==> src/rtl/mss_pkg.sv <==
// Shared types and constants for the masked signature scanner.
`default_nettype none

package mss_pkg;

	// Field and register widths.
	localparam int PLEN_W   = 7;
	localparam int SKIP_W   = 16;
	localparam int REGION_W = 32;
	localparam int ADDR_W   = 32;
	localparam int BYTES_W  = 33;
	localparam int MATCH_W  = 17;
	localparam int INDEX_W  = 6;

	// Register reset values.
	localparam logic [PLEN_W-1:0]   PLEN_RESET   = 7'd40;
	localparam logic [SKIP_W-1:0]   SKIP_RESET   = 16'd0;
	localparam logic [REGION_W-1:0] REGION_RESET = 32'hE5_2000;
	localparam logic [ADDR_W-1:0]   START_RESET  = 32'h40_1000;

	// Request kinds carried in the input tuser.
	typedef enum logic [1:0] {
		REQ_LOAD  = 2'd0,
		REQ_SCAN  = 2'd1,
		REQ_START = 2'd2
	} req_t;

	// Configuration register indexes.
	typedef enum logic [1:0] {
		CFG_PATTERN_LENGTH = 2'd0,
		CFG_SKIP_COUNT     = 2'd1,
		CFG_REGION_LENGTH  = 2'd2,
		CFG_START_ADDRESS  = 2'd3
	} cfg_reg_t;

	// One pattern position: the byte and whether it must match.
	typedef struct packed {
		logic       care;
		logic [7:0] data;
	} pat_entry_t;

	// One scan result.
	typedef struct packed {
		logic              found;
		logic [ADDR_W-1:0] address;
	} result_t;

endpackage

`default_nettype wire

==> src/rtl/mss_cell.sv <==
// One compare cell: holds one window byte and the pattern entry aligned to it.
`default_nettype none

module mss_cell (
	input  wire logic               clk,
	input  wire logic               shift,
	input  wire logic [7:0]         win_in,
	input  wire mss_pkg::pat_entry_t pat_in,
	output logic [7:0]              win_out,
	output logic                    hit
);

	logic [7:0]          win_q;
	mss_pkg::pat_entry_t pat_q;

	// The window byte moves one cell older on every accepted scan byte.
	always_ff @(posedge clk) begin
		if (shift) begin
			win_q <= win_in;
		end
	end

	// The aligned pattern entry is refreshed every cycle.
	always_ff @(posedge clk) begin
		pat_q <= pat_in;
	end

	// A wildcard always hits; otherwise the bytes must be equal.
	assign hit     = !pat_q.care || (win_q == pat_q.data);
	assign win_out = win_q;

endmodule

`default_nettype wire

==> config.mk <==
export PLATFORM = sky130hd
export DESIGN_NAME = mss_cell
export DESIGN_NICKNAME = d
export VERILOG_FILES = /design/src/rtl/mss_pkg.sv /design/src/rtl/mss_cell.sv
export SDC_FILE = /design/constraint.sdc
export NUM_CORES = 1
export LEC_CHECK = 0
export ABC_AREA = 1
export BUFFER_PORTS_ARGS = -buffer_cell sky130_fd_sc_hd__clkbuf_2
export CAP_MARGIN = 5
export CORE_AREA = 2 2 39 41
export DETAILED_ROUTE_END_ITERATION = 7
export DIE_AREA = 0 0 41 43
export PLACE_DENSITY = 0.82
export SLEW_MARGIN = 20
export SYNTH_ARGS = -nofsm -noshare
export SYNTH_HDL_FRONTEND = slang
export SYNTH_SLANG_ARGS = --single-unit
export TNS_END_PERCENT = 10
==> constraint.sdc <==
create_clock -name clk -period 2.1 [get_ports clk]
set_input_delay 0.315 -clock clk [delete_from_list [all_inputs] [get_ports clk]]
set_output_delay 0.315 -clock clk [all_outputs]
set_load 0.005 [all_outputs]
==> results of run 1 <==
synthesized netlist by cell type:
master,number
nor2_1,2
inv_1,8
dfxtp_1,9
nand2_1,18
edfxtp_1,8
xnor2_1,4
final cells by class:
class / instances / area [um2]
fillers: 128 / 642
multi-input cells: 24 / 110
inverters: 8 / 30.0
flip-flops and latches: 17 / 420
well taps: 16 / 20.0
clock buffers: 4 / 26.3
repair buffers: 27 / 135
registers in the layout, indices dropped and copies added (netlist names):
signal,flops
pat_q,9
win_out,8
kinds of logic (layout without fill, tap and decap cells):
kind of cell | count (synthesis) | after routing | synth area share, %
AND/OR/NAND/NOR | 20 | 20 | 13.4
buffers and inverters | 8 | 39 | 5.36
flip-flops | 17 | 17 | 75.0
XOR/XNOR | 4 | 4 | 6.25
power by group:
part / leakage (nW) / switching [mW] / internal, mW
sequential: 0.154 / 0.0125 / 0.370
combinational: 0.213 / 0.0246 / 0.0326
clock: 0.0150 / 0.0900 / 0.0737
per-stage QoR:
stage,cells,total power [mW],utilization (%)
after floorplan,49,0.413,-
after global placement,92,0.445,51.7
after detailed placement,92,0.449,51.7
after CTS,96,0.611,53.6
after global routing,96,0.630,53.6
final,96,0.603,53.6
critical path, cell delays in order (launching register included):
cell      delay (ns)
edfxtp_1        0.43
xnor2_1         0.17
nand2_1         0.07
nor2_1          0.08
nand2_1         0.06
nand2_1         0.06
clkbuf_2        0.10
worst min path at each step:
stage / startpoint / to / slack, ns / cells after the start
4_1_cts: pat_in[2] / pat_q[2] / 0.12 / 1
6_report: pat_in[5] / pat_q[5] / 0.13 / 1
2_1_floorplan: pat_in[0] / pat_q[0] / 0.34 / 0
3_3_place_gp: pat_in[8] / pat_q[8] / 0.42 / 1
5_1_grt: pat_in[2] / pat_q[2] / 0.12 / 1
3_5_place_dp: pat_in[5] / pat_q[5] / 0.42 / 1
routing by layer:
metal	vias to the layer above	routed length, um
met5	-	0
met4	0	8
met3	2	75
met2	21	502
met1	176	307
li1	210	-
==> impl_metrics.tcl, run 1 <==
set metrics [dict create \
    status "complete, no violations" \
    pin_count 28 \
    yosysTopAreaCell "edfxtp_1" \
    crit_start "win_out[2]" \
    place_hpwl_um 723 \
    fin_area_um2 742 \
    avgRoutedWirePerCell_um 9.31 \
    gp_congestion 0.615 \
    vias 409 \
    max-slew-margin-rel_pct 85.7 \
    grt-ovfl-total 0 \
    fin_nets 100 \
    grt_pass1_vias 376 \
    use_met1_pct 12.6 \
    grt_usage_pct 12.7 \
    yosys.area.top_type_share_pct 42.9 \
    grt_util_met3_pct 3.66 \
    holdWs_ns 0.131 \
    root_buffer "clkbuf_4" \
    worst_slack_ns 0.540 \
    avgSynthCellArea_um2 11.4 \
    critPathMaxFanout 2 \
    grt_max_degree 10 \
    grt_pass1_wl_mm 1.42 \
    ir_drop_uv 552 \
    busiest_layer "met2" \
    ys_seq_area_share_pct 75.0 \
    drt_pass1_iterations 4 \
    p_per_area_nw_per_um2 813 \
    max-clock-path-buffers 2 \
    final_common_cell "clkbuf_2" \
    drive_above_1_share_pct 37.5 \
    setup_viol 0 \
    finalCriticalPeriod_ns 1.56 \
    cts_tree "built" \
    drc 0 \
    timing.fmax_mhz 641 \
    yosys_warnings 0 \
    critical_path_arrival_ns 1.24 \
    cp.required_ns 1.78 \
    hp-class "input pin to flop" \
    endpoint_kind "output pin" \
    wl_um 894 \
    path_clk_slew_ns 0.09 \
    criticalPathCategory "flop to output pin" \
    drv_cap 0 \
    met2_usage_pct 20.6 \
    p_leak_nw 0.382 \
    grt_setup_unrepaired "no" \
    cts_buffers 3 \
    cts_max_level 1 \
    rows 14 \
    antenna_cells_inserted 0 \
    initial_core_util_pct 40.5 \
    drt_iter0_drc 8 \
    antenna_found_initial 0 \
    die_w_um 41 \
    cp-endpoint "hit" \
    critPathLaunchType "flop" \
    synthCells 49 \
    worst_pin_slew_ns 0.215 \
    syn_area_um2 561 \
    postPlaceCellArea_um2 716 \
    ys_types 6 \
    layout_common_cells "clkbuf_2 (27), nand2_1 (18), dfxtp_1 (9)" \
    hold_violations 0 \
    slew_viol_final 0 \
    fin_tns_setup_ns 0 \
    postCtsSetupBuffers 0 \
    cts_sinks 17 \
    post_synth_main_area_contributors "edfxtp_1 (43%), dfxtp_1 (32%), nand2_1 (12%), xnor2_1 (6.3%), inv_1 (5.4%)" \
    post-route-period-util_pct 74.3 \
    fp.dieArea_um2 1760 \
    cts_resized 0 \
    ys_ff_latch 17 \
    antenna_left 0 \
    core-area_um2 1380 \
    synth_fp_nets 68 \
    cts_hold_buf 0 \
    post-place-ws_ns 0.834 \
    vias_per_cell 4.26 \
    die_height_um 43 \
    syn_to_final_growth_pct 32.4 \
    portBuffers 27 \
]
Note: power is estimated with default switching activity, not from simulation.
==> run 2: changes to the inputs <==
- ABC_AREA: 1 -> 0
- CORE_AREA: 2 2 39 41 -> unset
- CORE_UTILIZATION: unset -> 36
- DIE_AREA: 0 0 41 43 -> unset
- PLACE_DENSITY: 0.82 -> 0.77
- clock period: 2.1 -> 1.2 ns (I/O delays scaled with it)
==> run 2 against run 1 <==
The run now ends with negative setup slack left. Sequential power increased by 75%. Synthesized area decreased by 9.4%. Design area increased by 5.9%. Sequential share of layout area decreased by 3.2 points. Clock-buffer cell count unchanged. Global-route usage decreased by 0.92 points. Non-clock buffer count increased by 9. Worst hold slack got worse by 0.059 ns. Flip-flop and latch count unchanged. First-iteration DRC count decreased by 88%. Largest cell class unchanged.
==> impl_metrics.tcl, run 2 <==
set metrics [dict create \
    fin_total_pwr_mw 1.07 \
    grt_pass1_vias 286 \
    synth.most_common_cell "dfxtp_1" \
    cp.required_ns 1.02 \
    initial_core_util_pct 39.0 \
    synth_fp_nets 47 \
    antenna_left 0 \
    endpoint_kind "output pin" \
    antenna_found_initial 0 \
    max-clock-path-buffers 2 \
    vias 340 \
    violations "negative setup slack" \
    yosys.area.top_type_share_pct 47.3 \
    hold_depth 1 \
    drt_iter0_drc 1 \
    grt-ovfl-total 0 \
    p_leak_nw 0.343 \
    path_clk_slew_ns 0.09 \
    avgRoutedWirePerCell_um 9.89 \
    synthArstFlopShare_pct 0 \
    finalCriticalPeriod_ns 1.41 \
    drt_pass1_iterations 3 \
    postCtsSetupBuffers 0 \
    crit_family "flip-flops" \
    largest_reg_flops 9 \
    syn_to_final_growth_pct 54.7 \
    setup_viol 1 \
    yosysTopAreaCell "edfxtp_1" \
    post-place-cells 70 \
    avgSynthCellArea_um2 18.1 \
    synth_ff_type "dfxtp_1" \
    cpPeakStageDelay_ns 0.41 \
    cp_num_buf_inv 1 \
    synthCells 28 \
    max-slew-margin-rel_pct 86.4 \
    die_w_um 39.6 \
    cts_tree "built" \
    root_buffer "clkbuf_4" \
    grt_max_degree 10 \
    die_height_um 39.6 \
    critPathMaxFanout 2 \
    rows 13 \
    post_synth_main_area_contributors "edfxtp_1 (47%), dfxtp_1 (35%), xnor2_1 (14%), nand4_1 (2.5%), o21ai_1 (0.99%)" \
    ys_seq_area_share_pct 82.8 \
    slowest_stage "edfxtp_1" \
    grt_usage_pct 11.8 \
    min_from "win_in[7]" \
    whs_endpoint "win_out[7]" \
    syn_area_um2 508 \
    fp.dieArea_um2 1570 \
    ir_drop_uv 841 \
    worst_pin_slew_ns 0.204 \
    postPlaceCellArea_um2 662 \
    pin_count 28 \
    fin_nets 88 \
    fin_tns_setup_ns -0.213 \
    synth.top_cells.by_count "dfxtp_1 (9), edfxtp_1 (8), xnor2_1 (8), nand4_1 (2), o21ai_1 (1)" \
    gp_congestion 0.683 \
    slew_viol_final 0 \
    status "finished with violations" \
    post-route-period-util_pct 118 \
    layout_common_cells "clkbuf_2 (26), dlygate4sd3_1 (9), dfxtp_1 (9)" \
    ys_types 5 \
    worst_slack_ns -0.213 \
    antenna_cells_inserted 0 \
    hp-class "input pin to flop" \
    drive_above_1_share_pct 45.6 \
    grt_pass1_wl_mm 1.16 \
    core-area_um2 1300 \
    drv_cap 0 \
    cts_sinks 17 \
    timing.fmax_mhz 708 \
    ys_ff_latch 17 \
    cts_max_level 1 \
    worstPathCellList "xnor2_1 -> nand4_1 -> o21ai_1 -> buf_2" \
    hold_violations 0 \
    holdWs_ns 0.0717 \
    drc 0 \
    yosys_warnings 0 \
    synth_edf_count 8 \
    fin_area_um2 786 \
    vias_per_cell 4.10 \
    largest_register "pat_q" \
    instances_no_fill 83 \
    critical_path_arrival_ns 1.23 \
    criticalPathCategory "flop to output pin" \
    portBuffers 27 \
    p_per_area_nw_per_um2 1360 \
    wl_um 821 \
    critPathLaunchType "flop" \
    cts_buffers 3 \
    final_common_cell "clkbuf_2" \
    grt_setup_unrepaired "yes" \
]
-- run 2: changes by cell type after synthesis --
cell     change
nand2_1     -18
inv_1        -8
xnor2_1      +4
nand4_1      +2
nor2_1       -2
o21ai_1      +1
-- run 2: logic make-up after synthesis --
kind of cell / share of synthesized area, %
and+or+nand+nor: 2.46
AOI/OAI and AO/OA: 0.984
DFF: 82.8
xor gates and xnor gates: 13.8
-- run 2: cell type report --
class	count	area [um2]
Timing Repair Buffer	36	225
Clock buffer	4	26.3
Fill cell	118	515
Sequential cell	17	420
Multi-Input combinational cell	11	95.1
Tap cell	15	18.8
-- run 2: where the power goes --
| group | internal, mW | switching (mW) | total (mW) |
|---|---|---|---|
| combinational | 0.0791 | 0.0363 | 0.115 |
| sequential | 0.648 | 0.0219 | 0.669 |
| clock | 0.129 | 0.158 | 0.287 |
| total | 0.856 | 0.216 | 1.07 |
-- run 2: repair_timing --
action	CTS	global route
hold endpoints to repair	9	0
gates resized for setup	0	2
pin swaps	3	5
setup endpoints to repair	1	1
hold buffers	9	0
-- run 2: how the worst max path moves through the flow --
| stage | to | slack, ns | startpoint | cells after the start |
|---|---|---|---|---|
| 3_3_place_gp | hit | 0.09 | win_out[0] | 4 |
| 4_1_cts | hit | -0.27 | win_out[1] | 4 |
| 5_1_grt | hit | -0.33 | win_out[0] | 4 |
| 3_5_place_dp | hit | 0.06 | win_out[1] | 4 |
| 2_1_floorplan | hit | 0.23 | win_out[0] | 3 |
| 6_report | hit | -0.21 | win_out[0] | 4 |
-- run 2: metrics by stage --
stage                     util (%)  worst slack (ns)
final                         60.4            -0.213
after CTS                     59.8            -0.265
after global routing          60.4            -0.332
after floorplan                  -             0.226
after detailed placement      50.9            0.0623
after global placement        50.9            0.0940
-- run 2: layer usage --
| layer | global-route usage (%) | vias to the layer above | share of wire (%) |
|---|---|---|---|
| met1 | 14.1 | 152 | 40 |
| met5 | 0 | - | 0 |
| li1 | - | 177 | - |
| met2 | 19.3 | 11 | 55 |
| met3 | 1.70 | 0 | 4.8 |
| met4 | 7.76 | 0 | 0 |
==> run 3: changes to the inputs <==
- BUFFER_PORTS_ARGS: -buffer_cell sky130_fd_sc_hd__clkbuf_2 -> unset
- CORE_AREA: unset -> 2 2 39 41
- CORE_UTILIZATION: 36 -> unset
- DIE_AREA: unset -> 0 0 41 43
- DONT_BUFFER_PORTS: unset -> 1
- PLACE_DENSITY: 0.77 -> 0.61
==> run 3 against run 2 <==
The run still ends with negative setup slack left. Final cell count is 17% lower. Utilization is 4.8 points lower. Combinational power shrank 19%. Flip-flop and latch count did not move. Worst hold slack improved by 0.37 ns. Via count fell by 14%. Global-route usage up 0.70 points. Sequential power grew 0.7%. Setup slack improved by 0.066 ns. Sequential share of layout area is 1.1 points higher. Routed wire length grew 4.4%. Critical path type unchanged. Largest cell class unchanged. Largest power group unchanged. Highest routed layer unchanged.
==> impl_metrics.tcl, run 3 (synthesis gave the netlist of run 2 again) <==
set metrics [dict create \
    grt_max_degree 11 \
    fp.dieArea_um2 1760 \
    root_buffer "clkbuf_4" \
    finalCriticalPeriod_ns 1.35 \
    drt_pass1_iterations 2 \
    syn_to_final_growth_pct 51.5 \
    grt_setup_unrepaired "yes" \
    cts_tree "built" \
    antenna_cells_inserted 0 \
    drv_cap 0 \
    cts_max_level 1 \
    core-area_um2 1380 \
    m1WireLength_um 287 \
    drive_above_1_share_pct 9.43 \
    holdWs_ns 0.441 \
    fin_nets 73 \
    antenna_left 0 \
    instances_no_fill 69 \
    max-clock-path-buffers 2 \
    worst_pin_slew_ns 0.251 \
    wl_um 857 \
    post-place-ws_ns 0.123 \
    die_height_um 43 \
    postCtsSetupBuffers 0 \
    ir_drop_uv 1200 \
    slew_viol_final 0 \
    criticalPathCategory "flop to output pin" \
    dr_wl_met2_um 474 \
    cts_buffers 3 \
    critical_path_arrival_ns 1.17 \
    final_common_cell "dlygate4sd3_1" \
    critPathMaxFanout 2 \
    portBuffers 0 \
    top_layer_used "met3" \
    layout_common_cells "dlygate4sd3_1 (21), dfxtp_1 (9), xnor2_1 (8), edfxtp_1 (8), clkbuf_4 (3)" \
    max-slew-margin-rel_pct 83.2 \
    grt_usage_pct 12.5 \
    grt_pass1_wl_mm 1.44 \
    status "finished with violations" \
    fin_area_um2 769 \
    vias_per_cell 4.26 \
    largest_register "pat_q" \
    worst_slack_ns -0.147 \
    timing.fmax_mhz 742 \
    rows 14 \
    vias 294 \
    p_leak_nw 0.279 \
    hp-class "input pin to flop" \
    path_clk_slew_ns 0.10 \
    cts_sinks 17 \
    die_w_um 41 \
    critPathLaunchType "flop" \
    avgRoutedWirePerCell_um 12.4 \
    hold_violations 0 \
    grt-ovfl-total 0 \
    drt_iter0_drc 6 \
    grt_pass1_vias 327 \
    antenna_found_initial 0 \
    dr_wl_met3_um 95 \
    post-route-period-util_pct 112 \
    setup_viol 1 \
    violations "negative setup slack" \
    gp_congestion 0.656 \
    endpoint_kind "output pin" \
    cp.required_ns 1.02 \
    fin_total_pwr_mw 1.05 \
    p_per_area_nw_per_um2 1370 \
    drc 0 \
    postPlaceCellArea_um2 528 \
    pin_count 28 \
    post-place-cells 44 \
    largest_reg_flops 9 \
    initial_core_util_pct 36.7 \
]
## run 3: path summary, 6_finish.rpt
kind / startpoint / to / slack [ns] / cells after the start
setup / recovery: win_out[7] / hit / -0.15 / 3
hold / removal: pat_in[0] / pat_q[0] / 0.44 / 1
## run 3: repair_timing
action	4_1_cts	5_1_grt
setup endpoints to repair	1	1
resized for setup	0	1
hold endpoints to repair	22	1
pin swaps	1	0
hold buffers	20	1
## run 3: per-layer routing
| metal | track usage, % | up-vias |
|---|---|---|
| met3 | 5.76 | 0 |
| met5 | 0 | - |
| met2 | 21.3 | 15 |
| met4 | 0 | 0 |
| li1 | - | 149 |
| met1 | 14.7 | 130 |
## run 3: per-stage QoR
stage | TNS (ns) | util [%]
floorplan | 0 | -
global placement | 0 | 38.2
detailed placement | 0 | 38.2
CTS | -0.196 | 54.6
global route | -0.253 | 55.6
finish | -0.147 | 55.6
## run 3: final cells by class
cell class | instances | area (um2)
clock buffers | 3 | 22.5
multi-input cells | 11 | 91.3
fillers | 128 | 614
clock inverters | 1 | 5.00
well taps | 16 | 20.0
repair buffers | 21 | 210
flip-flops and latches | 17 | 420
## run 3: worst max-delay path, stage by stage (launching register included)
cell and delay (ns):
edfxtp_1 0.44, xnor2_1 0.15, nand4_1 0.13, o21ai_2 0.17
## run 3: power by group
| group | total (mW) | internal (mW) | switching, mW | leakage [nW] |
|---|---|---|---|---|
| clock network | 0.286 | 0.123 | 0.163 | 0.0177 |
| logic | 0.0930 | 0.0690 | 0.0240 | 0.107 |
| registers | 0.674 | 0.648 | 0.0263 | 0.154 |
